### src/sv/wse_pkg.sv
// Shared types and constants of the stack executor: opcode bytes, item kinds,
// instruction classes, status codes, the queue and stack entries and the configuration. No dependencies.
package wse_pkg;

    localparam int STACK_DEPTH = 64;
    localparam int MAX_LOCALS  = 16;

    localparam int SP_W    = $clog2(STACK_DEPTH + 1);
    localparam int AW      = $clog2(STACK_DEPTH);
    localparam int LI_W    = (MAX_LOCALS > 1) ? $clog2(MAX_LOCALS) : 1;
    localparam int LIU_W   = $clog2(MAX_LOCALS + 1);
    localparam int DEPTH_W = 7;
    localparam int CFG_W   = 5;

    localparam logic [7:0] OP_NOP       = 8'h00;
    localparam logic [7:0] OP_END       = 8'h0B;
    localparam logic [7:0] OP_RETURN    = 8'h0F;
    localparam logic [7:0] OP_DROP      = 8'h1A;
    localparam logic [7:0] OP_LOCAL_GET = 8'h20;
    localparam logic [7:0] OP_LOCAL_SET = 8'h21;
    localparam logic [7:0] OP_LOCAL_TEE = 8'h22;
    localparam logic [7:0] OP_I32_CONST = 8'h41;
    localparam logic [7:0] OP_I64_CONST = 8'h42;
    localparam logic [7:0] OP_I32_EQZ   = 8'h45;
    localparam logic [7:0] OP_I32_EQ    = 8'h46;
    localparam logic [7:0] OP_I32_NE    = 8'h47;
    localparam logic [7:0] OP_I32_LT_S  = 8'h48;
    localparam logic [7:0] OP_I32_LT_U  = 8'h49;
    localparam logic [7:0] OP_I32_GT_S  = 8'h4A;
    localparam logic [7:0] OP_I32_GT_U  = 8'h4B;
    localparam logic [7:0] OP_I32_LE_S  = 8'h4C;
    localparam logic [7:0] OP_I32_LE_U  = 8'h4D;
    localparam logic [7:0] OP_I32_GE_S  = 8'h4E;
    localparam logic [7:0] OP_I32_GE_U  = 8'h4F;
    localparam logic [7:0] OP_I32_CLZ   = 8'h67;
    localparam logic [7:0] OP_I32_ADD   = 8'h6A;
    localparam logic [7:0] OP_I32_SUB   = 8'h6B;
    localparam logic [7:0] OP_I32_MUL   = 8'h6C;
    localparam logic [7:0] OP_I32_DIV_S = 8'h6D;
    localparam logic [7:0] OP_I32_DIV_U = 8'h6E;
    localparam logic [7:0] OP_I32_AND   = 8'h71;
    localparam logic [7:0] OP_I32_OR    = 8'h72;
    localparam logic [7:0] OP_I32_XOR   = 8'h73;
    localparam logic [7:0] OP_I32_SHL   = 8'h74;
    localparam logic [7:0] OP_I32_SHR_S = 8'h75;
    localparam logic [7:0] OP_I32_SHR_U = 8'h76;
    localparam logic [7:0] OP_I64_ADD   = 8'h7C;
    localparam logic [7:0] OP_I64_SUB   = 8'h7D;
    localparam logic [7:0] OP_I64_MUL   = 8'h7E;
    localparam logic [7:0] OP_I64_AND   = 8'h83;
    localparam logic [7:0] OP_I64_OR    = 8'h84;
    localparam logic [7:0] OP_I64_XOR   = 8'h85;

    typedef enum logic [1:0] {
        K_PUSH  = 2'd0,
        K_FRAME = 2'd1,
        K_EXEC  = 2'd2,
        K_POP   = 2'd3
    } t_kind;

    typedef enum logic [3:0] {
        OC_NOP, OC_END, OC_DROP, OC_LGET, OC_LSET, OC_LTEE, OC_C32, OC_C64,
        OC_EQZ, OC_CLZ, OC_I32BIN, OC_I64BIN, OC_BAD
    } t_opc;

    typedef enum logic [2:0] {
        ST_OK     = 3'd0,
        ST_DONE   = 3'd1,
        ST_ERR    = 3'd2,
        ST_OVF    = 3'd3,
        ST_LOCALS = 3'd4
    } t_status;

    typedef struct packed {
        t_kind       kind;
        t_opc        opc;
        logic [7:0]  opcode;
        logic [63:0] imm;
        logic        otype;
        logic [63:0] oval;
    } t_cmd;

    typedef struct packed {
        logic [CFG_W-1:0] arg_count;
        logic [CFG_W-1:0] extra_local_count;
    } t_cfg;

    typedef struct packed {
        logic        t;
        logic [63:0] v;
    } t_entry;

endpackage

### src/sv/wse_regs.sv
// Configuration registers behind the APB-style port.
// Depends on wse_pkg for the configuration struct.
module wse_regs (
    input  logic                 i_clk,
    input  logic                 i_rst_n,
    input  logic                 psel,
    input  logic                 penable,
    input  logic                 pwrite,
    input  logic [2:0]           paddr,
    input  logic [31:0]          pwdata,
    output logic [31:0]          prdata,
    output logic                 pready,
    output wse_pkg::t_cfg        o_cfg
);
    import wse_pkg::*;

    localparam logic REG_ARG_COUNT   = 1'b0;
    localparam logic REG_EXTRA_LOCAL = 1'b1;

    t_cfg r_cfg;
    t_cfg n_cfg;

    assign pready = 1'b1;
    assign o_cfg  = r_cfg;

    always_comb begin
        n_cfg = r_cfg;
        if (psel && penable && pwrite) begin
            case (paddr[2])
                REG_ARG_COUNT:   n_cfg.arg_count         = pwdata[CFG_W-1:0];
                REG_EXTRA_LOCAL: n_cfg.extra_local_count = pwdata[CFG_W-1:0];
                default: n_cfg = r_cfg;
            endcase
        end
    end

    always_comb begin
        case (paddr[2])
            REG_ARG_COUNT:   prdata = 32'(r_cfg.arg_count);
            REG_EXTRA_LOCAL: prdata = 32'(r_cfg.extra_local_count);
            default:         prdata = '0;
        endcase
    end

    always_ff @(posedge i_clk) begin
        if (!i_rst_n) begin
            r_cfg <= '0;
        end else begin
            r_cfg <= n_cfg;
        end
    end

endmodule

### config.mk
export PLATFORM = sky130hd
export DESIGN_NAME = wse_regs
export DESIGN_NICKNAME = d
export VERILOG_FILES = /design/src/sv/wse_pkg.sv /design/src/sv/wse_regs.sv
export SDC_FILE = /design/constraint.sdc
export NUM_CORES = 1
export LEC_CHECK = 0
export BUFFER_PORTS_ARGS = -buffer_cell sky130_fd_sc_hd__buf_2
export CAP_MARGIN = 0
export CORE_AREA = 10 10 64 66
export CTS_CLUSTER_DIAMETER = 40
export CTS_CLUSTER_SIZE = 16
export DETAILED_ROUTE_END_ITERATION = 10
export DIE_AREA = 0 0 74 76
export SLEW_MARGIN = 20
export SYNTH_ARGS = -nofsm -noshare
export SYNTH_HDL_FRONTEND = slang
export SYNTH_SLANG_ARGS = --single-unit
export TNS_END_PERCENT = 1
### constraint.sdc
create_clock -name i_clk -period 0.8 [get_ports i_clk]
set_input_delay 0.08 -clock i_clk [delete_from_list [all_inputs] [get_ports i_clk]]
set_output_delay 0.08 -clock i_clk [all_outputs]
set_load 0.01 [all_outputs]
Word level (Yosys, flattened, before mapping)
Cells that the tools add are included.
W data, S select, Z words.
Operators by class
  magnitude comparators: 0
  muxes and demuxes: 1
  $mul: 0
  reduce and logical (&&, ||, !) cells: 4
  bitwise operators: 1
  $add $sub $neg: 0
  shifts and indexed selects: 0
  eq/ne operators: 0
  divide/modulo/power cells: 0
Operators by type and width (count)
  $pmux W32 S2: 1
  $reduce_and A2 Y1: 2
  $logic_and A1 B1 Y1: 2
  $not A1 Y1: 1
Storage, ports and cells
  memories kept: 0
  bits in registers: 10
  bits in latches: 0
  memory bits (read-only): 0
  input bits: 40
  RAM bits: 0

Depth between registers and ports, before layout
  word-level depth: 3
  mapped depth: 3

Worst setup path before layout
No wires, ideal clock.
  path kind: reg-to-output
  start point: reg r_cfg, in the netlist o_cfg[0]
  end point: out prdata[0]
  setup slack: 0.102 ns
  data required time: 0.720 ns
  cell stages (with the launch flop): 2
  arrival: 0.618 ns
  path through: dfxtp_1 mux2_2
Between the ends
  longest elaborated chain between the ends: 1
RTL lines
  from (decl): RTL line wse_regs.sv:20  | t_cfg r_cfg;
  from (signal assigned): RTL line wse_regs.sv:49  | r_cfg <= n_cfg;
  $pmux W32 S2: RTL line wse_regs.sv:38  | case (paddr[2])
  to (decl): RTL line wse_regs.sv:11  | output logic [31:0] prdata,
No other way between the ends. The select of a mux whose other input is x is not followed.

Final worst setup path
  start point: reg r_cfg, in the netlist o_cfg[5]
  end point: out prdata[0]
The elaborated chain is that of the path after synthesis.

==> run_results.csv <==
group,metric,value,unit
routing,vias,516,
sta,setup_viol,15,
die,die_h,76,µm
sta,setup_tns,-2.130,ns
die,rows,20,
die,die_width,74,µm
worst_setup_path,cp-start-kind,"flop",
final_layout,drive_above_1_share,50.00,%
clocking,htree_levels,1,
sta,holdWs,0.06904,ns
clocking,clockRootBuffer,"clkbuf_4",
run,maxCapViolCount,0,
synth,yosysSeqAreaShare,29.30,%
synth,yosysMostFrequentCell,"buf_4",
synth,syn_area_per_cell,9.232,µm²
final_layout,filler_cell_count,329,
placement,gp_congestion,0.6209,
synth,synth.area.top_cells,"buf_4, dfxtp_1, mux2i_1, mux2_2, nand2_1",
synth,ys_warn_count,0,
routing,via_per_inst,3.660,
routing,drt-wirelength-per-cell,12.72,µm
placement,io_buffer_count,25,
worst_setup_path,end_kind,"output port",
synth,synth_cells,74,
routing,drtAntennaViolNets,0,
final_layout,regArea,211.5,µm²
die,coreArea,2928,µm²
synth,synth_top_area_cell,"buf_4",
power_and_ir_drop,p_leak,0.5437,nW
clocking,clk_pin_slew,0.07,ns
routing,drc,0,
final_layout,antenna_cells,0,
routing,wl,1.793,mm
synth,ys_types,10,
global_route,grtUsageTotal,5.810,%
clocking,clkLatencyLatePin,0.26,ns
routing,first_iter_violations,1,
sta,finalCriticalPeriod,1.056,ns
synth,synth_area,683.2,µm²
outcome,violations,"negative setup slack",
power_and_ir_drop,max-vdd-ir-drop,0.7247,mV
clocking,cts_tree,"done",
final_layout,fin_nets,149,
outcome,outcome,"finished, violations left",
sta,setup_ws,-0.2555,ns
clocking,numCtsBuffers,3,
die,die_area,5624,µm²
clocking,cts_sinks,10,
synth,synth_ff_type,"dfxtp_1",
worst_setup_path,reg2reg_slack,0.11,ns
placement,hpwlAfterDp,1.509,mm
synth,synth_common_cells,"buf_4, nand2_1, dfxtp_1, mux2i_1, mux2_2",
worst_setup_path,critPathMaxFanout,3,
worst_setup_path,arrival,0.98,ns
worst_setup_path,crit_type,"reg2out",
final_layout,largest_reg_flops,10,
sta,max_freq,947.4,MHz
clocking,cts_buffer_depth,2,
sta,rsz0062_at_grt,"yes",
worst_setup_path,cp.required,0.72,ns
sta,finClkSkew,0,ns
global_route,grt_pass1_vias,543,
final_layout,syn_to_final_growth,36.63,%
sta,drv_slew,0,
synth,async_flop_share,0,%
die,start_util,23.33,%
synth,synth_edf_count,0,
global_route,grt-ovfl-total,0,
synth,post-synth-top-area-fraction,30.77,%
global_route,grt_max_degree,16,
die,boundaryPins,83,
min_path,hp-class,"in2reg",
power_and_ir_drop,power_per_cell_area,1273,nW/µm²
routing,firstDrtPassIters,2,
final_layout,fin_util,31.88,%
synth,synth-seq-cells,10,
global_route,antenna_found_initial,0,
sta,final_hold_viol_count,0,
final_layout,multi_input_area,361.6,µm²
global_route,grt_pass1_wl,2.608,mm
power_and_ir_drop,power,1.188,mW
sta,period_share,131.9,%
cells in the final DEF, fill, tap and decap left out:
cell type	instances
buf_2	13
buf_4	5
buf_6	16
clkbuf_4	3
clkbuf_8	1
conb_1	28
dfxtp_1	1
dfxtp_2	9
mux2_2	3
mux2_4	2
mux2i_1	10
nand2_1	15
nand4_2	1
nand4b_4	1
final cells by class:
type                    count  area share (%)
flip-flops and latches     10           22.65
clock buffers               4           3.887
repair buffers             34           30.29
multi-input cells          60           38.74
well taps                  33           4.424
timing repair:
action                     4_1_cts  5_1_grt
gates resized for setup         15       12
buffers inserted                 2        0
hold buffers                     0        0
pin swaps                        0        0
setup endpoints to repair       15       15
final timing paths:
path             start  depth (start not counted)   endpoint
max           o_cfg[5]                          2  prdata[0]
min          pwdata[4]                          3   o_cfg[9]
max reg2reg   o_cfg[0]                          3   o_cfg[0]
min reg2reg   o_cfg[5]                          2   o_cfg[5]
where the power goes:
| part | switching [mW] | internal [mW] | total [mW] |
|---|---|---|---|
| clock network | 0.173 | 0.276 | 0.449 |
| registers | 0.00610 | 0.510 | 0.516 |
| logic | 0.138 | 0.0848 | 0.222 |
| total | 0.317 | 0.871 | 1.19 |
worst max-delay path, cell delays in order (launching register included):
cell,delay (ns)
dfxtp_2,0.33
mux2_2,0.26
buf_6,0.12
metal layers:
| metal | global-route usage (%) | wire length (µm) | vias to the layer above |
|---|---|---|---|
| li1 | - | - | 254 |
| met1 | 6.597 | 721 | 227 |
| met2 | 9.130 | 841 | 35 |
| met3 | 3.776 | 229 | 0 |
| met4 | 0.5597 | 0 | 0 |
| met5 | 0 | 0 | - |
cells by family after synthesis:
family	count (synthesis)	synth area share [%]
buffers and inverters	30	33.15
DFF	10	29.30
muxes	15	22.89
other	2	1.099
and+or+nand+nor	17	13.55
per-stage QoR:
stage,worst slack [ns],cell area (µm²),instances
finish,-0.2555,933.4,141
global route,-0.2936,933.4,141
CTS,-0.2698,895.9,141
detailed placement,-0.06512,773.2,135
global placement,-0.07110,773.2,135
floorplan,0.1022,780.7,100
Note: power is estimated with default switching activity, not from simulation.
