[src/sv/wse_pkg.sv]
// Shared types and constants of the stack executor: opcode bytes, item kinds,
// instruction classes, status codes, the queue and stack entries and the configuration. No dependencies.
package wse_pkg;

    localparam int STACK_DEPTH = 64;
    localparam int MAX_LOCALS  = 16;

    localparam int SP_W    = $clog2(STACK_DEPTH + 1);
    localparam int AW      = $clog2(STACK_DEPTH);
    localparam int LI_W    = (MAX_LOCALS > 1) ? $clog2(MAX_LOCALS) : 1;
    localparam int LIU_W   = $clog2(MAX_LOCALS + 1);
    localparam int DEPTH_W = 7;
    localparam int CFG_W   = 5;

    localparam logic [7:0] OP_NOP       = 8'h00;
    localparam logic [7:0] OP_END       = 8'h0B;
    localparam logic [7:0] OP_RETURN    = 8'h0F;
    localparam logic [7:0] OP_DROP      = 8'h1A;
    localparam logic [7:0] OP_LOCAL_GET = 8'h20;
    localparam logic [7:0] OP_LOCAL_SET = 8'h21;
    localparam logic [7:0] OP_LOCAL_TEE = 8'h22;
    localparam logic [7:0] OP_I32_CONST = 8'h41;
    localparam logic [7:0] OP_I64_CONST = 8'h42;
    localparam logic [7:0] OP_I32_EQZ   = 8'h45;
    localparam logic [7:0] OP_I32_EQ    = 8'h46;
    localparam logic [7:0] OP_I32_NE    = 8'h47;
    localparam logic [7:0] OP_I32_LT_S  = 8'h48;
    localparam logic [7:0] OP_I32_LT_U  = 8'h49;
    localparam logic [7:0] OP_I32_GT_S  = 8'h4A;
    localparam logic [7:0] OP_I32_GT_U  = 8'h4B;
    localparam logic [7:0] OP_I32_LE_S  = 8'h4C;
    localparam logic [7:0] OP_I32_LE_U  = 8'h4D;
    localparam logic [7:0] OP_I32_GE_S  = 8'h4E;
    localparam logic [7:0] OP_I32_GE_U  = 8'h4F;
    localparam logic [7:0] OP_I32_CLZ   = 8'h67;
    localparam logic [7:0] OP_I32_ADD   = 8'h6A;
    localparam logic [7:0] OP_I32_SUB   = 8'h6B;
    localparam logic [7:0] OP_I32_MUL   = 8'h6C;
    localparam logic [7:0] OP_I32_DIV_S = 8'h6D;
    localparam logic [7:0] OP_I32_DIV_U = 8'h6E;
    localparam logic [7:0] OP_I32_AND   = 8'h71;
    localparam logic [7:0] OP_I32_OR    = 8'h72;
    localparam logic [7:0] OP_I32_XOR   = 8'h73;
    localparam logic [7:0] OP_I32_SHL   = 8'h74;
    localparam logic [7:0] OP_I32_SHR_S = 8'h75;
    localparam logic [7:0] OP_I32_SHR_U = 8'h76;
    localparam logic [7:0] OP_I64_ADD   = 8'h7C;
    localparam logic [7:0] OP_I64_SUB   = 8'h7D;
    localparam logic [7:0] OP_I64_MUL   = 8'h7E;
    localparam logic [7:0] OP_I64_AND   = 8'h83;
    localparam logic [7:0] OP_I64_OR    = 8'h84;
    localparam logic [7:0] OP_I64_XOR   = 8'h85;

    typedef enum logic [1:0] {
        K_PUSH  = 2'd0,
        K_FRAME = 2'd1,
        K_EXEC  = 2'd2,
        K_POP   = 2'd3
    } t_kind;

    typedef enum logic [3:0] {
        OC_NOP, OC_END, OC_DROP, OC_LGET, OC_LSET, OC_LTEE, OC_C32, OC_C64,
        OC_EQZ, OC_CLZ, OC_I32BIN, OC_I64BIN, OC_BAD
    } t_opc;

    typedef enum logic [2:0] {
        ST_OK     = 3'd0,
        ST_DONE   = 3'd1,
        ST_ERR    = 3'd2,
        ST_OVF    = 3'd3,
        ST_LOCALS = 3'd4
    } t_status;

    typedef struct packed {
        t_kind       kind;
        t_opc        opc;
        logic [7:0]  opcode;
        logic [63:0] imm;
        logic        otype;
        logic [63:0] oval;
    } t_cmd;

    typedef struct packed {
        logic [CFG_W-1:0] arg_count;
        logic [CFG_W-1:0] extra_local_count;
    } t_cfg;

    typedef struct packed {
        logic        t;
        logic [63:0] v;
    } t_entry;

endpackage

[src/sv/wse_chan_if.sv]
// Handshake channels of the stack executor: the item channel and the result
// channel. Depends on nothing but plain logic types.
interface wse_in_if;
    logic        valid;
    logic        ready;
    logic [1:0]  kind;
    logic [7:0]  opcode;
    logic signed [63:0] immediate;
    logic        operand_type;
    logic signed [63:0] operand_value;

    modport source(output valid, kind, opcode, immediate, operand_type, operand_value,
                   input ready);
    modport sink(input valid, kind, opcode, immediate, operand_type, operand_value,
                 output ready);
endinterface


[src/sv/wse_front.sv]
// Front end: accepts items, classifies the opcode and queues them in a
// two-entry queue for the execution unit. Depends on wse_pkg and wse_in_if.
module wse_front (
    input  logic          i_clk,
    input  logic          i_rst_n,
    wse_in_if.sink        in_ch,
    output logic          o_q_valid,
    output wse_pkg::t_cmd o_q_cmd,
    input  logic          i_q_ready
);
    import wse_pkg::*;

    t_cmd       r_buf [2];
    logic       r_wp, r_rp;
    logic [1:0] r_cnt;
    t_cmd       cmd;
    logic       push, pop;

    function automatic t_opc classify(input logic [7:0] op);
        case (op)
            OP_NOP:                    classify = OC_NOP;
            OP_END, OP_RETURN:         classify = OC_END;
            OP_DROP:                   classify = OC_DROP;
            OP_LOCAL_GET:              classify = OC_LGET;
            OP_LOCAL_SET:              classify = OC_LSET;
            OP_LOCAL_TEE:              classify = OC_LTEE;
            OP_I32_CONST:              classify = OC_C32;
            OP_I64_CONST:              classify = OC_C64;
            OP_I32_EQZ:                classify = OC_EQZ;
            OP_I32_CLZ:                classify = OC_CLZ;
            OP_I32_EQ, OP_I32_NE, OP_I32_LT_S, OP_I32_LT_U, OP_I32_GT_S, OP_I32_GT_U,
            OP_I32_LE_S, OP_I32_LE_U, OP_I32_GE_S, OP_I32_GE_U,
            OP_I32_ADD, OP_I32_SUB, OP_I32_MUL, OP_I32_DIV_S, OP_I32_DIV_U,
            OP_I32_AND, OP_I32_OR, OP_I32_XOR, OP_I32_SHL, OP_I32_SHR_S, OP_I32_SHR_U:
                                       classify = OC_I32BIN;
            OP_I64_ADD, OP_I64_SUB, OP_I64_MUL, OP_I64_AND, OP_I64_OR, OP_I64_XOR:
                                       classify = OC_I64BIN;
            default:                   classify = OC_BAD;
        endcase
    endfunction

    always_comb begin
        cmd.kind   = t_kind'(in_ch.kind);
        cmd.opc    = classify(in_ch.opcode);
        cmd.opcode = in_ch.opcode;
        cmd.imm    = in_ch.immediate;
        cmd.otype  = in_ch.operand_type;
        cmd.oval   = in_ch.operand_value;
    end

    assign in_ch.ready = (r_cnt != 2'd2);
    assign o_q_valid   = (r_cnt != 2'd0);
    assign o_q_cmd     = r_buf[r_rp];
    assign push        = in_ch.valid && in_ch.ready;
    assign pop         = o_q_valid && i_q_ready;

    always_ff @(posedge i_clk) begin
        if (push) begin
            r_buf[r_wp] <= cmd;
        end
    end

    always_ff @(posedge i_clk) begin
        if (!i_rst_n) begin
            r_wp  <= 1'b0;
            r_rp  <= 1'b0;
            r_cnt <= 2'd0;
        end else begin
            if (push) r_wp <= ~r_wp;
            if (pop)  r_rp <= ~r_rp;
            r_cnt <= r_cnt + 2'(push) - 2'(pop);
        end
    end

endmodule

[src/flat_wrapper.sv]
// flat-port wrapper written by rule: the top's interface ports become plain ports
module wse_front_flat import wse_pkg::*;
  (i_clk, i_rst_n, o_q_valid, o_q_cmd, i_q_ready, in_ch_valid, in_ch_kind, in_ch_opcode, in_ch_immediate, in_ch_operand_type, in_ch_operand_value, in_ch_ready);
  wse_in_if in_ch_i ();
  input  logic i_clk;
  input  logic i_rst_n;
  output logic o_q_valid;
  output wse_pkg::t_cmd o_q_cmd;
  input  logic i_q_ready;
  input wire logic [$bits(in_ch_i.valid)-1:0] in_ch_valid;
  input wire logic [$bits(in_ch_i.kind)-1:0] in_ch_kind;
  input wire logic [$bits(in_ch_i.opcode)-1:0] in_ch_opcode;
  input wire logic [$bits(in_ch_i.immediate)-1:0] in_ch_immediate;
  input wire logic [$bits(in_ch_i.operand_type)-1:0] in_ch_operand_type;
  input wire logic [$bits(in_ch_i.operand_value)-1:0] in_ch_operand_value;
  output wire logic [$bits(in_ch_i.ready)-1:0] in_ch_ready;
  assign in_ch_i.valid = in_ch_valid;
  assign in_ch_i.kind = in_ch_kind;
  assign in_ch_i.opcode = in_ch_opcode;
  assign in_ch_i.immediate = in_ch_immediate;
  assign in_ch_i.operand_type = in_ch_operand_type;
  assign in_ch_i.operand_value = in_ch_operand_value;
  assign in_ch_ready = in_ch_i.ready;
  wse_front u_core (.i_clk(i_clk), .i_rst_n(i_rst_n), .in_ch(in_ch_i), .o_q_valid(o_q_valid), .o_q_cmd(o_q_cmd), .i_q_ready(i_q_ready));
endmodule
[config.mk]
export PLATFORM = sky130hd
export DESIGN_NAME = wse_front_flat
export DESIGN_NICKNAME = d
export VERILOG_FILES = /design/src/sv/wse_pkg.sv /design/src/sv/wse_chan_if.sv /design/src/sv/wse_front.sv /design/src/flat_wrapper.sv
export SDC_FILE = /design/constraint.sdc
export NUM_CORES = 1
export LEC_CHECK = 0
export BUFFER_PORTS_ARGS = -buffer_cell sky130_fd_sc_hd__buf_2
export CAP_MARGIN = 10
export CORE_ASPECT_RATIO = 0.9
export CORE_UTILIZATION = 40
export DETAILED_ROUTE_END_ITERATION = 12
export PLACE_DENSITY = 0.62
export SETUP_SLACK_MARGIN = 0.4
export SLEW_MARGIN = 20
export SYNTH_ARGS = -nofsm -noshare
export SYNTH_HDL_FRONTEND = slang
export SYNTH_SLANG_ARGS = --single-unit
[constraint.sdc]
create_clock -name i_clk -period 20.3 [get_ports i_clk]
set_input_delay 1.015 -clock i_clk [delete_from_list [all_inputs] [get_ports i_clk]]
set_output_delay 1.015 -clock i_clk [all_outputs]
set_load 0.02 [all_outputs]
## Word level (Yosys, flattened, before mapping)

Memory sizes are Yosys's and may differ from the RTL's. A register that Yosys moved wholly into a read port is not among the register bits.
Index checks and enable logic that the tools add are counted.

- Bits in registers: 4
- RAM bits: 286
- Word-level logic and storage cells: 58
- Memories kept: 1
- Input bits: 143
- Output and inout port bits: 145

Memories:

| name | words | width | read ports | clocked after memory_dff | write ports | RTL line | RTL |
|---|---|---|---|---|---|---|---|
| u_core.r_buf | 2 | 143 | 1 | 1 | 1 | wse_front.sv:13 | `t_cmd r_buf [2];` |

- Bitwise logic cells: 2
- Reductions and logical operators: 7
- Add/sub/neg operators: 2
- Eq/ne operators: 38
- Muxes and demuxes: 5

Operators by type and width:

| operator | count |
|---|---|
| == test 8 x 7 -> 1 bit, second input constant | 28 |
| one-hot mux 4 bit (12 select lines) | 1 |
| == test 8 x 6 -> 1 bit, second input constant | 3 |
| == test 8 bit, second input constant | 3 |
| OR reduction 21 bit | 1 |
| == test 8 x 4 -> 1 bit, second input constant | 2 |
| == test 8 x 5 -> 1 bit, second input constant | 1 |
| logical NOT 8 bit | 1 |
| OR reduction 6 bit | 1 |
| two-way mux 1 bit | 4 |
| adder 2 x 1 -> 2 bit | 1 |
| logical AND 1 bit | 2 |
| != test 2 bit, second input constant | 1 |
| inverter 1 bit | 2 |
| nonzero test 2 bit | 1 |
| OR reduction 2 bit | 1 |
| subtractor 2 x 1 -> 2 bit | 1 |

## Longest topological paths before layout

- Word-level depth: 4
- Mapped depth: 8
- Depth with buffers taken out: 8

## Worst setup path before layout

OpenSTA, ideal clock, no wires.

- Kind: in2reg
- Start: in in_ch_valid
- End: mem u_core.r_buf[0][0] in the netlist's numbering (enable)
- Required time: 19.651 ns
- Setup time: 0.649 ns
- Path slack: 12.595 ns
- Data arrival time: 7.057 ns
- Stages: 2
- Buffers on the path: 0
- Cells stage by stage: nand2_1 nor2_1

- Word-level cells in the longest chain between the ends: 3

Ends and longest elaborated chain:

| item | RTL line | RTL |
|---|---|---|
| from (decl) | flat_wrapper.sv:10 | `input wire logic [$bits(in_ch_i.valid)-1:0] in_ch_valid;` |
| logical AND 1 bit | wse_front.sv:54 | `assign push = in_ch.valid && in_ch.ready;` |
| two-way mux 1 bit | wse_front.sv:58 | `if (push) begin` |
| two-way mux 1 bit (implied by the code) | wse_front.sv:59 | `r_buf[r_wp] <= cmd;` |
| to (decl) | wse_front.sv:13 |  |

No other way between the ends.

==> flow_summary.json <==
{
  "status": "finished, final reports clean",
  "finalSetupViolations": 0,
  "die_h_um": 159,
  "use_met2": 0.241,
  "cts.sinks": 291,
  "synth-simple-area-share": 0.0218,
  "fin_setup_tns_ns": 0,
  "cts_buffers": 31,
  "fp.dieW_um": 176,
  "post_cts_resized": 0,
  "muxShareOfSynthArea": 0.149,
  "layout_common_cells": "buf_2 (287), edfxtp_1 (286), mux2_2 (143)",
  "min_path_type": "reg -> reg",
  "postCtsSetupBuffers": 0,
  "ant_nets": 0,
  "crit_type": "reg -> out",
  "clk_latency_ns": 0.55,
  "first_iter_violations": 285,
  "yosysUniqueCellTypes": 41,
  "irDropWorstVdd_mv": 0.0773,
  "grt_max_degree": 70,
  "required_ns": 19.29,
  "wirelength_um": 21500,
  "synthAdderAreaFrac": 0.00229,
  "synthXorXnorAreaFrac": 0.00482,
  "grt_remaining_overflow": 0,
  "htree_num_levels": 1,
  "fin_skew_ns": 0.0155,
  "yosysSeqAreaShare": 0.797,
  "final_nets": 978,
  "core-area_um2": 26400,
  "grt.total_usage": 0.149,
  "grt_pass1_vias": 5682,
  "syn_area_um2": 10900,
  "slowest_stage": "buf_4",
  "synth_top_family_by_area": "multiplexers",
  "crit_path_end_kind": "output pin",
  "grt_pass1_wl_um": 31700,
  "busiest_layer": "met2",
  "ios": 288,
  "hold_buffers": 0,
  "fp.dieArea_um2": 27900,
  "period_share": 0.175,
  "fillers": 2223,
  "synthToLayoutAreaGrowth_pct": 26.2,
  "netlist_instances": 529,
  "hold_violations": 0,
  "routedWlPerCell_um": 17.8,
  "cp_max_fo": 60,
  "synth_seq_cells": 291,
  "cp-start-kind": "register",
  "avgSynthCellArea_um2": 20.6,
  "fp-row-count": 56,
  "final_common_cell": "buf_2",
  "synth_fp_nets": 674,
  "cts.path.max_buffers": 3,
  "rsz0062_at_grt": "no",
  "met3_usage": 0.0408,
  "first_pass_iters": 4,
  "tritoncts": "built",
  "crit_family": "buffers and inverters",
  "cts_root_buffer": "clkbuf_16",
  "fin_crit_ns": 3.56,
  "antenna_found_initial": 2,
  "dp_hpwl_um": 13800,
  "drt-vias-per-instance": 4.78,
  "met1_usage": 0.195,
  "cpPeakStageDelay_ns": 0.71,
  "drive_above_1_share": 0.576,
  "final_max_slew_viol_count": 0,
  "synth_compound_area_frac": 0.0120,
  "worst_pin_slew_ns": 0.949,
  "initial_utilization": 0.413,
  "path_cells": "buf_4 > mux2_2 > buf_2",
  "finalNonFillerCells": 1209,
  "cp.buffers_inverters": 2,
  "slew_headroom": 0.368,
  "cp.arrival_ns": 2.55,
  "powerDensity_nw_per_um2": 133,
  "clk_pin_slew_ns": 0.05,
  "drc": 0,
  "yosysWarnings": 0,
  "place_congestion": 0.770,
  "dp_cells": 1148,
  "port_buffers": 287,
  "maxCapViolCount": 0,
  "power_leakage_nw": 5.08,
  "dr_total_vias": 5779,
  "max_freq_mhz": 281
}
[flip-flops by register name (all words and copies together), names as in the netlist, named ones only]
| name | flops |
|---|---|
| u_core.r_wp | 1 |
| u_core.r_rp | 1 |
| u_core.r_buf | 286 |
| u_core.r_cnt | 2 |
[metal layers]
layer,routed length (µm),up-vias
li1,-,2711
met1,9180,2813
met2,10100,221
met3,1720,34
met4,459,0
met5,0,-
[cells by family after synthesis]
logic type,count (synthesis)
DFF,291
buffers and inverters,26
and+or+nand+nor,42
xor gates and xnor gates,6
adders and majority gates,2
AOI/OAI and AO/OA,18
muxes,144
[cell type report]
cell class,instances,area [µm²],share of cell area
Tap cell,348,435,0.0316
Multi-Input combinational cell,212,2080,0.151
Sequential cell,291,8690,0.632
Clock inverter,19,234,0.0170
Clock buffer,39,816,0.0593
Timing Repair Buffer,293,1480,0.108
Inverter,4,15.0,0.00109
Antenna cell,3,7.51,0.000546
[path summary, 6_finish.rpt]
kind                        start                  end  slack (ns)  cells past startpoint
setup / recovery         register          o_q_cmd[94]       16.74                      3
hold / removal        u_core.r_rp          u_core.r_rp        0.54                      2
setup reg to reg  u_core.r_cnt[0]  u_core.r_buf[0][73]       17.86                      5
hold reg to reg       u_core.r_rp          u_core.r_rp        0.54                      2
[synth_stat cells]
library cell,instances,area [µm²]
a31o_2,1,8.76
ha_1,2,25.0
buf_2,8,40.0
a31oi_1,2,12.5
nand2b_1,2,12.5
nor4b_1,2,17.5
o21a_1,2,15.0
dfxtp_1,5,100
or2_1,1,6.26
a21oi_1,2,10.0
nor2b_1,3,18.8
or3_1,1,6.26
nor4_1,1,6.26
a32oi_1,1,8.76
inv_1,4,15.0
nand3_1,1,5.00
and4b_4,1,13.8
mux2_2,143,1610
nor2_1,7,26.3
nand2b_2,1,8.76
a2111oi_0,2,17.5
nor3_1,1,5.00
xnor2_1,4,35.0
o21ai_0,2,10.0
and3_1,1,6.26
clkbuf_8,2,27.5
or4_1,1,7.51
mux2i_1,1,10.0
o311ai_0,1,8.76
and2_1,4,25.0
nand3b_1,1,7.51
clkbuf_1,9,33.8
nand4_1,3,18.8
xor2_1,2,17.5
or2_2,2,12.5
nand2_1,9,33.8
buf_6,3,33.8
edfxtp_1,286,8590
a22oi_1,1,7.51
a211o_1,2,17.5
a21o_1,2,15.0
[power by group]
group          total, mW  switching [mW]  internal, mW
Combinational      0.477           0.289         0.188
Clock              0.571           0.223         0.348
Sequential         0.782          0.0254         0.757
Total               1.83           0.537          1.29
[through the flow]
stage | util | total power [mW] | worst slack (ns) | hold WS [ns] | area, µm²
6_report | 0.521 | 1.83 | 16.74 | 0.541 | 13800
4_1_cts | 0.521 | 1.86 | 16.67 | 0.550 | 13800
3_3_place_gp | 0.481 | 1.28 | 17.21 | 0.521 | 12700
2_1_floorplan | - | 1.13 | 12.60 | 0.504 | 10900
3_5_place_dp | 0.481 | 1.28 | 17.19 | 0.534 | 12700
5_1_grt | 0.521 | 1.91 | 16.57 | 0.588 | 13800
[worst register-to-register path: stages, from the launching register on]
cell and delay [ns]:
dfxtp_1 0.32, inv_1 0.05, nand2_1 0.11, nand2_1 0.13
nor2_4 0.59, buf_4 0.85
Power figures use the tool's default switching activity.
